[config.mk]
export PLATFORM = sky130hd
export DESIGN_NAME = z80_branch_lookahead
export DESIGN_NICKNAME = d
export VERILOG_FILES = /design/src/sv/zbl_pkg.sv /design/src/sv/zbl_prefix_scan.sv /design/src/sv/zbl_branch_decode.sv /design/src/sv/z80_branch_lookahead.sv
export SDC_FILE = /design/constraint.sdc
export NUM_CORES = 1
export LEC_CHECK = 0
export ABC_AREA = 1
export BUFFER_PORTS_ARGS = -buffer_cell sky130_fd_sc_hd__buf_4
export CAP_MARGIN = 0
export CORE_UTILIZATION = 33
export CTS_CLUSTER_DIAMETER = 80
export CTS_CLUSTER_SIZE = 10
export DETAILED_ROUTE_END_ITERATION = 16
export HOLD_SLACK_MARGIN = 0.03
export PLACE_DENSITY = 0.62
export SYNTH_ARGS = -nofsm -noshare
export SYNTH_HDL_FRONTEND = slang
export SYNTH_SLANG_ARGS = --single-unit
export TNS_END_PERCENT = 100
[constraint.sdc]
create_clock -name clk -period 12.59 [get_ports clk]
set_input_delay 2.518 -clock clk [delete_from_list [all_inputs] [get_ports clk]]
set_output_delay 2.518 -clock clk [all_outputs]
set_load 0.02 [all_outputs]
[src/sv/zbl_pkg.sv]
// Package for the Z80 branch look-ahead block: opcode constants, the prefix
// scan and decode result types, and the condition helpers.
// No dependencies.
package zbl_pkg;

  localparam int DEF_MAX_PREFIXES = 5;
  localparam int WIN_BYTES        = 8;
  localparam int WIN_W            = 8 * WIN_BYTES;
  localparam int NPFX_W           = 3;

  localparam logic [7:0] OP_PFX_IX   = 8'hDD;
  localparam logic [7:0] OP_PFX_IY   = 8'hFD;
  localparam logic [7:0] OP_PFX_ED   = 8'hED;
  localparam logic [7:0] OP_HALT     = 8'h76;
  localparam logic [7:0] MASK_BLOCK  = 8'hF4;
  localparam logic [7:0] CODE_BLOCK  = 8'hB0;
  localparam logic [7:0] MASK_GRP    = 8'hC7;
  localparam logic [7:0] CODE_RETN   = 8'h45;
  localparam logic [7:0] OP_RET      = 8'hC9;
  localparam logic [7:0] OP_JP       = 8'hC3;
  localparam logic [7:0] OP_CALL     = 8'hCD;
  localparam logic [7:0] MASK_CC     = 8'hC1;
  localparam logic [7:0] CODE_CC     = 8'hC0;
  localparam logic [7:0] CODE_RET_CC = 8'hC0;
  localparam logic [7:0] CODE_CALL_CC = 8'hC4;
  localparam logic [7:0] CODE_JP_CC  = 8'hC2;
  localparam logic [7:0] OP_JP_REG   = 8'hE9;
  localparam logic [7:0] CODE_RST    = 8'hC7;
  localparam logic [7:0] MASK_RST_VEC = 8'h38;
  localparam logic [7:0] CODE_REL    = 8'h00;
  localparam logic [7:0] OP_NOP      = 8'h00;
  localparam logic [7:0] OP_EXAF     = 8'h08;
  localparam logic [7:0] OP_JR       = 8'h18;
  localparam logic [7:0] OP_DJNZ     = 8'h10;

  typedef enum logic [1:0] {
    BASE_HL,
    BASE_IX,
    BASE_IY
  } base_sel_t;

  typedef struct packed {
    logic              ovf;
    logic              ext;
    base_sel_t         base_sel;
    logic [NPFX_W-1:0] npfx;
    logic [7:0]        op;
    logic [15:0]       imm;
  } pfx_info_t;

  typedef struct packed {
    logic [15:0] target_addr;
    logic        taken;
    logic        indirect_target;
    logic        is_call;
    logic        is_loop;
    logic        is_block;
  } br_res_t;

  function automatic logic [7:0] cond_mask(input logic [1:0] idx);
    logic [7:0] m;
    case (idx)
      2'd0:    m = 8'h40;
      2'd1:    m = 8'h01;
      2'd2:    m = 8'h04;
      default: m = 8'h80;
    endcase
    return m;
  endfunction

  function automatic logic cond_true(input logic [7:0] op, input logic [7:0] f,
                                     input logic [1:0] idx);
    logic hit;
    hit = |(f & cond_mask(idx));
    return op[3] ? hit : !hit;
  endfunction

endpackage

[src/sv/zbl_prefix_scan.sv]
// Prefix scan: skips leading DD, FD and ED bytes of the code window and
// returns the opcode, immediate word, base register, ED flag, prefix count and overflow flag.
// Depends on zbl_pkg.
module zbl_prefix_scan
  import zbl_pkg::*;
#(
  parameter int MAX_PREFIXES = DEF_MAX_PREFIXES
) (
  input  logic [WIN_W-1:0] code_window,
  output pfx_info_t        info
);

  logic [7:0] cur_byte;
  logic       is_pfx;
  logic       done;

  always_comb begin
    info          = '0;
    info.base_sel = BASE_HL;
    done          = 1'b0;
    cur_byte      = '0;
    is_pfx        = 1'b0;
    for (int k = 0; k <= MAX_PREFIXES; k++) begin
      if (!done && !info.ovf) begin
        cur_byte = code_window[8*k +: 8];
        is_pfx   = 1'b1;
        if (cur_byte == OP_PFX_IX) begin
          info.base_sel = BASE_IX;
        end else if (cur_byte == OP_PFX_IY) begin
          info.base_sel = BASE_IY;
        end else if (cur_byte == OP_PFX_ED) begin
          info.ext = 1'b1;
        end else begin
          is_pfx    = 1'b0;
          done      = 1'b1;
          info.npfx = NPFX_W'(k);
          info.op   = cur_byte;
          info.imm  = code_window[8*(k+1) +: 16];
        end
        if (is_pfx && k == MAX_PREFIXES) begin
          info.ovf = 1'b1;
        end
      end
    end
  end

endmodule

[src/sv/zbl_branch_decode.sv]
// Branch decode: from the scanned opcode and the register values, works out
// whether control transfers, the target and the kind of transfer.
// Depends on zbl_pkg.
module zbl_branch_decode
  import zbl_pkg::*;
(
  input  pfx_info_t   info,
  input  logic [15:0] prog_counter,
  input  logic [15:0] stack_word,
  input  logic [15:0] reg_hl,
  input  logic [15:0] reg_ix,
  input  logic [15:0] reg_iy,
  input  logic [7:0]  flag_byte,
  input  logic [7:0]  reg_b,
  output br_res_t     res
);

  logic [7:0]  op;
  logic [15:0] base;
  logic [15:0] rel_tgt;

  assign op = info.op;

  always_comb begin
    case (info.base_sel)
      BASE_IX: base = reg_ix;
      BASE_IY: base = reg_iy;
      default: base = reg_hl;
    endcase
  end

  assign rel_tgt = prog_counter + 16'(info.npfx) + 16'd2
                   + {{8{info.imm[7]}}, info.imm[7:0]};

  always_comb begin
    res = '0;
    if (info.ovf) begin
      res = '0;
    end else if (op == OP_HALT) begin
      res.is_block = 1'b1;
    end else if (info.ext) begin
      if ((op & MASK_BLOCK) == CODE_BLOCK) begin
        res.is_block = 1'b1;
      end else if ((op & MASK_GRP) == CODE_RETN) begin
        res.target_addr     = stack_word;
        res.taken           = 1'b1;
        res.indirect_target = 1'b1;
      end
    end else if (op == OP_RET) begin
      res.target_addr     = stack_word;
      res.taken           = 1'b1;
      res.indirect_target = 1'b1;
    end else if (op == OP_JP) begin
      res.target_addr = info.imm;
      res.taken       = 1'b1;
    end else if (op == OP_CALL) begin
      res.target_addr = info.imm;
      res.taken       = 1'b1;
      res.is_call     = 1'b1;
    end else if ((op & MASK_CC) == CODE_CC) begin
      if (cond_true(op, flag_byte, op[5:4])) begin
        case (op & MASK_GRP)
          CODE_RET_CC: begin
            res.target_addr     = stack_word;
            res.taken           = 1'b1;
            res.indirect_target = 1'b1;
          end
          CODE_CALL_CC: begin
            res.target_addr = info.imm;
            res.taken       = 1'b1;
            res.is_call     = 1'b1;
          end
          CODE_JP_CC: begin
            res.target_addr = info.imm;
            res.taken       = 1'b1;
            res.is_loop     = 1'b1;
          end
          default: res = '0;
        endcase
      end
    end else if (op == OP_JP_REG) begin
      res.target_addr     = base;
      res.taken           = 1'b1;
      res.indirect_target = 1'b1;
    end else if ((op & MASK_GRP) == CODE_RST) begin
      res.target_addr = {8'h00, op & MASK_RST_VEC};
      res.taken       = 1'b1;
      res.is_call     = 1'b1;
    end else if ((op & MASK_GRP) == CODE_REL && op != OP_NOP && op != OP_EXAF) begin
      if (op == OP_JR) begin
        res.target_addr = rel_tgt;
        res.taken       = 1'b1;
      end else if (op == OP_DJNZ) begin
        if (reg_b != 8'd1) begin
          res.target_addr = rel_tgt;
          res.taken       = 1'b1;
          res.is_loop     = 1'b1;
        end
      end else if (cond_true(op, flag_byte, {1'b0, op[4]})) begin
        res.target_addr = rel_tgt;
        res.taken       = 1'b1;
        res.is_loop     = 1'b1;
      end
    end
  end

endmodule

[src/sv/z80_branch_lookahead.sv]
// Top level of the Z80 branch look-ahead: input register, prefix scan and
// decode, result register. Depends on zbl_pkg, zbl_prefix_scan, zbl_branch_decode.
//
//  channel | direction | ports
//  --------+-----------+--------------------------------------------------
//  in_     | input     | code_window, prog_counter, stack_word, regs, F, B
//  out_    | output    | target_addr, taken, indirect_target, kind flags
//
// One transaction is accepted per cycle while in_ready is high. The
// input register loads on acceptance; the result register loads the
// decode of that item once it has room or is being drained.
// Reset clears only the two valid flags.
// A stalled result holds the result register; the input register keeps
// accepting while it is empty or the result register has room or is being drained.
module z80_branch_lookahead
  import zbl_pkg::*;
#(
  parameter int MAX_PREFIXES = DEF_MAX_PREFIXES
) (
  input  logic             clk,
  input  logic             rst_n,
  input  logic             in_valid,
  output logic             in_ready,
  input  logic [WIN_W-1:0] in_code_window,
  input  logic [15:0]      in_prog_counter,
  input  logic [15:0]      in_stack_word,
  input  logic [15:0]      in_reg_hl,
  input  logic [15:0]      in_reg_ix,
  input  logic [15:0]      in_reg_iy,
  input  logic [7:0]       in_flag_byte,
  input  logic [7:0]       in_reg_b,
  output logic             out_valid,
  input  logic             out_ready,
  output logic [15:0]      out_target_addr,
  output logic             out_taken,
  output logic             out_indirect_target,
  output logic             out_is_call,
  output logic             out_is_loop,
  output logic             out_is_block
);

  logic             s1_valid_r, s1_valid_nxt;
  logic [WIN_W-1:0] win_r;
  logic [15:0]      pc_r, sw_r, hl_r, ix_r, iy_r;
  logic [7:0]       f_r, b_r;
  logic             out_valid_r, out_valid_nxt;
  br_res_t          res_r;
  br_res_t          res_nxt;
  pfx_info_t        info;
  logic             s2_load;
  logic             s1_load;

  assign s2_load  = !out_valid_r || out_ready;
  assign in_ready = !s1_valid_r || s2_load;
  assign s1_load  = in_valid && in_ready;

  assign s1_valid_nxt  = s1_load ? 1'b1 : (s2_load ? 1'b0 : s1_valid_r);
  assign out_valid_nxt = s2_load ? s1_valid_r : out_valid_r;

  always_ff @(posedge clk) begin
    if (!rst_n) begin
      s1_valid_r  <= 1'b0;
      out_valid_r <= 1'b0;
    end else begin
      s1_valid_r  <= s1_valid_nxt;
      out_valid_r <= out_valid_nxt;
    end
  end

  always_ff @(posedge clk) begin
    if (s1_load) begin
      win_r <= in_code_window;
      pc_r  <= in_prog_counter;
      sw_r  <= in_stack_word;
      hl_r  <= in_reg_hl;
      ix_r  <= in_reg_ix;
      iy_r  <= in_reg_iy;
      f_r   <= in_flag_byte;
      b_r   <= in_reg_b;
    end
    if (s2_load && s1_valid_r) begin
      res_r <= res_nxt;
    end
  end

  zbl_prefix_scan #(
    .MAX_PREFIXES(MAX_PREFIXES)
  ) u_scan (
    .code_window(win_r),
    .info       (info)
  );

  zbl_branch_decode u_decode (
    .info        (info),
    .prog_counter(pc_r),
    .stack_word  (sw_r),
    .reg_hl      (hl_r),
    .reg_ix      (ix_r),
    .reg_iy      (iy_r),
    .flag_byte   (f_r),
    .reg_b       (b_r),
    .res         (res_nxt)
  );

  assign out_valid           = out_valid_r;
  assign out_target_addr     = res_r.target_addr;
  assign out_taken           = res_r.taken;
  assign out_indirect_target = res_r.indirect_target;
  assign out_is_call         = res_r.is_call;
  assign out_is_loop         = res_r.is_loop;
  assign out_is_block        = res_r.is_block;

  a_untaken_zero: assert property (@(posedge clk) disable iff (!rst_n)
    out_valid && !out_taken |-> out_target_addr == 16'd0)
    else $error("untaken result carries a nonzero target");

  a_block_untaken: assert property (@(posedge clk) disable iff (!rst_n)
    out_valid && out_is_block |-> !out_taken && !out_is_call && !out_is_loop)
    else $error("block result marked as a transfer");

  a_kind_taken: assert property (@(posedge clk) disable iff (!rst_n)
    out_valid && (out_is_call || out_is_loop || out_indirect_target) |-> out_taken)
    else $error("transfer kind set without taken");

  a_pipe_advance: assert property (@(posedge clk) disable iff (!rst_n)
    s1_valid_r && s2_load |=> out_valid)
    else $error("input register item did not reach the result register");

endmodule

# Word level (Yosys, flattened, before mapping)
# Index checks and enable logic that the tools add are counted.
[totals]
reg_bits = 183
in_bits = 164
output_inout_bits = 23
word_cells = 226
[op_classes]
addsub = 3
eq_ne = 38
n_mux = 146
bitwise_logic = 3
n_reduce_logical = 20
[op_table]
columns = ["op", "count"]
rows = [
  ["2-to-1 mux 27 bit", 17],
  ["equality test 8 bit, second input constant", 22],
  ["2-to-1 mux 17 bit", 9],
  ["2-to-1 mux 8 bit", 19],
  ["2-to-1 mux 21 bit", 7],
  ["2-to-1 mux 30 bit", 4],
  ["2-to-1 mux 18 bit", 4],
  ["2-to-1 mux 1 bit", 64],
  ["one-hot mux 17 bit (2 select lines)", 1],
  ["one-hot mux 16 bit (2 select lines)", 1],
  ["2-to-1 mux 31 bit", 1],
  ["2-to-1 mux 2 bit", 14],
  ["equality test 5 bit, second input constant", 5],
  ["2-to-1 mux 24 bit", 1],
  ["one-hot mux 8 bit (3 select lines)", 1],
  ["2-to-1 mux 20 bit", 1],
  ["adder 16 bit", 1],
  ["adder 16 x 2 -> 16 bit, second input constant", 1],
  ["adder 16 x 3 -> 16 bit", 1],
  ["bitwise AND 8 bit", 2],
  ["equality test 8 x 5 -> 1 bit, second input constant", 2],
  ["one-hot mux 8 bit (2 select lines)", 1],
  ["OR reduction 8 bit", 2],
  ["equality test 8 x 7 -> 1 bit, second input constant", 1],
  ["18 further kinds", 28],
]

# Depth between registers and ports, before layout
[logic_depth]
ltp_word = 54
depth_mapped = 30

# By module
# A second synthesis with hierarchy kept.
[hier_totals]
hier_cells = 1160
hier_area_um2 = 10326.2
[modules_own_cells]
columns = ["mod", "n_inst", "cells_per_inst", "area_each_um2", "seq_area_each_um2"]
rows = [
  ["z80_branch_lookahead", 1, 194, 5530.3, 5475.3],
  ["zbl_branch_decode", 1, 590, 2996.6, 0.0],
  ["zbl_prefix_scan", 1, 376, 1799.2, 0.0],
]

# Worst setup path after synthesis
# No wires, ideal clock.
[synth_timing]
path_kind = "in2reg"
startpoint = "input out_ready"
endpoint = "register b_r[0] (enable)"
t_arrival_ns = 5.906
setup_slack_ns = 6.175
stages = 4
n_path_buf = 0
path_cell_list = "inv_1 > nand3_1 > nand2_1 > inv_1"
[synth_via]
elab_chain_cells = 3
[synth_lines]
columns = ["element", "line", "source"]
rows = [
  ["start, declared", "z80_branch_lookahead.sv:33", "input logic out_ready,"],
  ["logical OR 1 bit", "z80_branch_lookahead.sv:53", "assign s2_load = !out_valid_r || out_ready;"],
  ["logical OR 1 bit", "z80_branch_lookahead.sv:54", "assign in_ready = !s1_valid_r || s2_load;"],
  ["net in_ready", "z80_branch_lookahead.sv:23", "output logic in_ready,"],
  ["logical AND 1 bit", "z80_branch_lookahead.sv:55", "assign s1_load = in_valid && in_ready;"],
  ["net s1_load", "z80_branch_lookahead.sv:51", "logic s1_load;"],
  ["end signal, assigned", "z80_branch_lookahead.sv:79", "b_r <= in_reg_b;"],
  ["end, declared", "z80_branch_lookahead.sv:45", "logic [7:0] f_r, b_r;"],
]
# The timed path passes the listed nets, and every way through them passes these cells.
# A chain may end at the register's enable or synchronous reset.

# Final worst setup path
[layout_timing]
startpoint = "register win_r[1]"
endpoint = "register res_r, in the netlist out_target_addr[15] (data pin)"
[layout_via]
elab_chain_cells = 53
elab_cells_between_ends = 145
classes_between = "3 x add/sub; 22 x eq/ne; 106 x mux; 3 x bitwise; 11 x reduce/logical"
[layout_lines]
columns = ["element", "line", "source"]
rows = [
  ["start, declared", "z80_branch_lookahead.sv:43", "logic [WIN_W-1:0] win_r;"],
  ["start signal, assigned", "z80_branch_lookahead.sv:72", "win_r <= in_code_window;"],
  ["equality test 8 bit", "zbl_prefix_scan.sv:31", "end else if (cur_byte == OP_PFX_ED) begin"],
  ["2-to-1 mux 24 bit", "zbl_prefix_scan.sv:31", ""],
  ["2-to-1 mux 27 bit", "zbl_prefix_scan.sv:29", "end else if (cur_byte == OP_PFX_IY) begin"],
  ["2-to-1 mux 27 bit", "zbl_prefix_scan.sv:27", "if (cur_byte == OP_PFX_IX) begin"],
  ["2-to-1 mux 27 bit", "zbl_prefix_scan.sv:31", ""],
  ["2-to-1 mux 27 bit", "zbl_prefix_scan.sv:29", ""],
  ["2-to-1 mux 27 bit", "zbl_prefix_scan.sv:27", ""],
  ["2-to-1 mux 30 bit", "zbl_prefix_scan.sv:24", "if (!done && !info.ovf) begin"],
  ["[9 not listed]", "-", ""],
  ["2-to-1 mux 27 bit", "zbl_prefix_scan.sv:29", ""],
  ["2-to-1 mux 27 bit", "zbl_prefix_scan.sv:27", ""],
  ["2-to-1 mux 30 bit", "zbl_prefix_scan.sv:24", ""],
  ["2-to-1 mux 27 bit", "zbl_prefix_scan.sv:31", ""],
  ["2-to-1 mux 27 bit", "zbl_prefix_scan.sv:29", ""],
  ["2-to-1 mux 27 bit", "zbl_prefix_scan.sv:27", ""],
  ["2-to-1 mux 31 bit *", "zbl_prefix_scan.sv:24", ""],
  ["branches (longest 29 deep; another with adder 16 x 3 -> 16 bit)", "-", ""],
  ["end signal, assigned", "z80_branch_lookahead.sv:82", "res_r <= res_nxt;"],
  ["end, declared", "z80_branch_lookahead.sv:47", "br_res_t res_r;"],
]
# Mark *: on every way between the ends. The select of a mux whose other input is x is not followed.

==> impl_results.md <==
- Run status: completed
- Area grow syn2layout: 23.4%
- Mean Syn Cell Area: 9.47 sq um
- PortBufs: 182
- Tcrit/Tclk final: 45.3%
- Max-slew violations: 0
- R2R depth: 21
- Post-CTS Setup Inserts: 0
- Initial antenna violation count: 0
- Power per cell area: 116 mW/mm^2
- Clock Skew: 0.0173 ns
- Fmax: 175 MHz
- Unrepaired setup endpoints after global routing: no
- Adder-Cell Fraction of Synth Area: 4.22%
- Mapped Cells: 1,059
- Crit path DAT: 5.91 ns
- Max_slew headroom: 19.0%
- WHS Path Cells: 2
- Die Area: 0.0311 sq mm
- HP Class: register to register
- CTS tree: done
- Post-Synth XOR/XNOR Area: 1.31%
- Crit Path Max Fanout: 23
- Setup violators final: 0
- Worst vdd ir: 0.0757 mV
- Post-synth cell types: 54
- Htree depth: 4
- Num CTS Buffers: 17
- Simple-gate share of the synthesized area: 24.3%
- Critical path data required time: 12.79 ns
- R2r setup slk: 6.88 ns
- Largest family of logic cells by synthesized area: simple AND/OR/NAND/NOR gates
- Drt pass-1 iters: 5
- Initial Util: 33.6%
- P_leak: 5.50 nW
- Post-synthesis register bit count: 179
- Resize count post-CTS: 0
- Die Wd: 176 um
- Cell chain of the critical path: nor2_2 -> nand3_1 -> nand2_2 -> nand3_1 -> inv_1 -> a211oi_1 -> o221ai_1 -> fa_1 -> ha_1 -> nand2_1 -> nor2_1 -> nand2_1 -> o21ai_0 -> nand3_1 -> nand2_1 -> a21boi_0 -> or2_2 -> nand4_1 -> nand3_1 -> nand2_1 -> nand2_1
- Critical path class: register to register
- WP buf/inv: 1
- Die height: 176 um
- Antenna Cells: 0
- Share of cells above drive strength 1: 22.5%
- Warning count from the yosys run: 0
- Max-Cap Viols: 0
- Wire per inst: 17.0 um
- CP dominant cell by count: nand2_1
- Total GRT Usage: 18.4%
- Clk_lat worst skew: 0.44 ns
- TNS Setup: 0 ns
- DRC violations left: 0
- Root Buffer Master: clkbuf_16
- Via count: 8,242
- Min Hold Slack: 0.494 ns
- Final Hold Vio Count: 0
- Initial drt markers: 538
- Slowest stage delay, CP: 0.58 ns
- Global placer's final weighted congestion: 0.894
- Final net count: 1,431
- Vias in the first global route: 8,068
- Hold Buf Count CTS: 0
- Routed Antenna Nets: 0
- Synthesized area: 0.0100 sq mm
- # IOs: 187
- Crit. path cell count: 21
- First-pass GRT wire length: 43.1 mm
- Clk buf depth: 2
- Critical path endpoint category: register
- Compound-Gate Fraction of Synth Area: 11.4%
- Syn_nets: 1,255
- Routed WL: 27.9 mm
- CP startpoint kind: register
- Post-synth EDFFs: 177
- Mux cell area share after synthesis: 0%
- Slowest CP cell: nand3_1
- Pin count of the biggest net entering global routing: 91
- Ys flop type: edfxtp_1
- Async SR Flop Fraction: 0%
- Worst-path clk slew: 0.08 ns
- Vias per cell: 5.03
- Core ar.: 0.0298 sq mm
- Cell family with the largest share of critical-path delay: simple AND/OR/NAND/NOR gates
- Tmin final: 5.71 ns
- Slew @ Worst Pin: 1.21 ns
- Total grt overflow: 0
- Std-Cell Rows: 63
- Sequential fraction of the synthesis area: 53.4%
- CTS Sinks: 179
- Dpl hpwl: 21.3 mm
- Fill cell count: 2,990
## final timing paths
check                                start                  end
worst min register to register  s1_valid_r            out_valid
worst min-delay path            s1_valid_r            out_valid
worst max register to register    win_r[1]  out_target_addr[15]
worst max-delay path              win_r[1]  out_target_addr[15]
## worst min-delay path, stage by stage, from the launching register on
cell and delay, ns:
dfxtp_1 0.31, inv_1 0.08, a21oi_1 0.06
## kinds of logic after synthesis
logic type,count (synthesis)
and+or+nand+nor,526
AOI/OAI and AO/OA,181
DFF,179
buffers and inverters,126
adders and majority gates,32
xor gates and xnor gates,15
## flip-flops by register name (all words and copies together), names as in the netlist, 4 cells and up
signal and cells:
sw_r 16, pc_r 16, f_r 4, out_target_addr 16
hl_r 16, ix_r 16, b_r 8, iy_r 16
win_r 64
## per-layer routing
metal  routed length (um)  global-route usage (%)  vias to the layer above
li1                     -                       -                     4042
met1                12300                    24.3                     3850
met2                12600                    29.0                      305
met3                 2150                    4.95                       45
met4                  747                    6.81                        0
met5                    0                       0                        -
## where the power goes
group	total, mW	switching (mW)	internal (mW)
clock	0.551	0.277	0.274
combinational	0.179	0.103	0.0759
sequential	0.711	0.0176	0.693
total	1.44	0.398	1.04
## cells in the mapped netlist, types with 6 or more instances
cell | instances | share of area, %
nor4_1 | 8 | 0.50
nor3_1 | 6 | 0.30
edfxtp_1 | 177 | 53
inv_2 | 10 | 0.37
a21oi_1 | 56 | 2.8
nand3_1 | 69 | 3.4
o21ai_0 | 46 | 2.3
nand4_1 | 17 | 1.1
ha_1 | 29 | 3.6
o221ai_1 | 6 | 0.52
nand2_2 | 15 | 0.94
o21bai_1 | 15 | 1.1
nand2_4 | 6 | 0.67
nand2_1 | 325 | 12
o22ai_1 | 15 | 0.94
a22o_1 | 16 | 1.4
inv_1 | 88 | 3.3
o211ai_1 | 6 | 0.45
xor2_1 | 10 | 0.87
nor2_4 | 6 | 0.67
nor2_1 | 48 | 1.8
clkbuf_1 | 14 | 0.52
## cell type report
type	instances	area, sq um	share of cell area (%)
Clock inverter	15	203	1.64
Tap cell	390	488	3.94
Sequential cell	179	5360	43.3
Multi-Input combinational cell	754	4150	33.5
Timing Repair Buffer	184	1380	11.2
Clock buffer	17	425	3.44
Inverter	99	378	3.05
## cells in the final DEF (no fill, tap or decap), types with 4 or more instances in the layout
| master | n |
|---|---|
| inv_6 | 4 |
| o21bai_1 | 15 |
| nand3_1 | 69 |
| ha_1 | 29 |
| nor2_4 | 6 |
| nor2_1 | 48 |
| nor3_1 | 6 |
| inv_1 | 87 |
| a211oi_1 | 4 |
| nor2_2 | 5 |
| edfxtp_1 | 177 |
| nor4_1 | 8 |
| nand4_1 | 17 |
| nand2_4 | 6 |
| o21ai_0 | 46 |
| a21oi_1 | 55 |
| o22ai_1 | 15 |
| clkinv_8 | 7 |
| o221ai_1 | 6 |
| nand2_2 | 15 |
| a22o_1 | 16 |
| clkbuf_16 | 17 |
| xnor2_1 | 5 |
| buf_4 | 184 |
| inv_2 | 10 |
| xor2_1 | 10 |
| o211ai_1 | 6 |
| nand2_1 | 325 |
## stage by stage
stage / cell area, sq um / cells / total power, mW / utilization, % / setup slack, ns
floorplan: 10000 / 1059 / 0.827 / - / 6.18
global placement: 11700 / 1606 / 0.902 / 39.4 / 6.99
detailed placement: 11700 / 1606 / 0.903 / 39.4 / 6.96
CTS: 12400 / 1638 / 1.45 / 41.5 / 6.97
global route: 12400 / 1638 / 1.50 / 41.5 / 6.47
finish: 12400 / 1638 / 1.44 / 41.5 / 6.88
No activity file was read; power rests on OpenSTA's default activity.
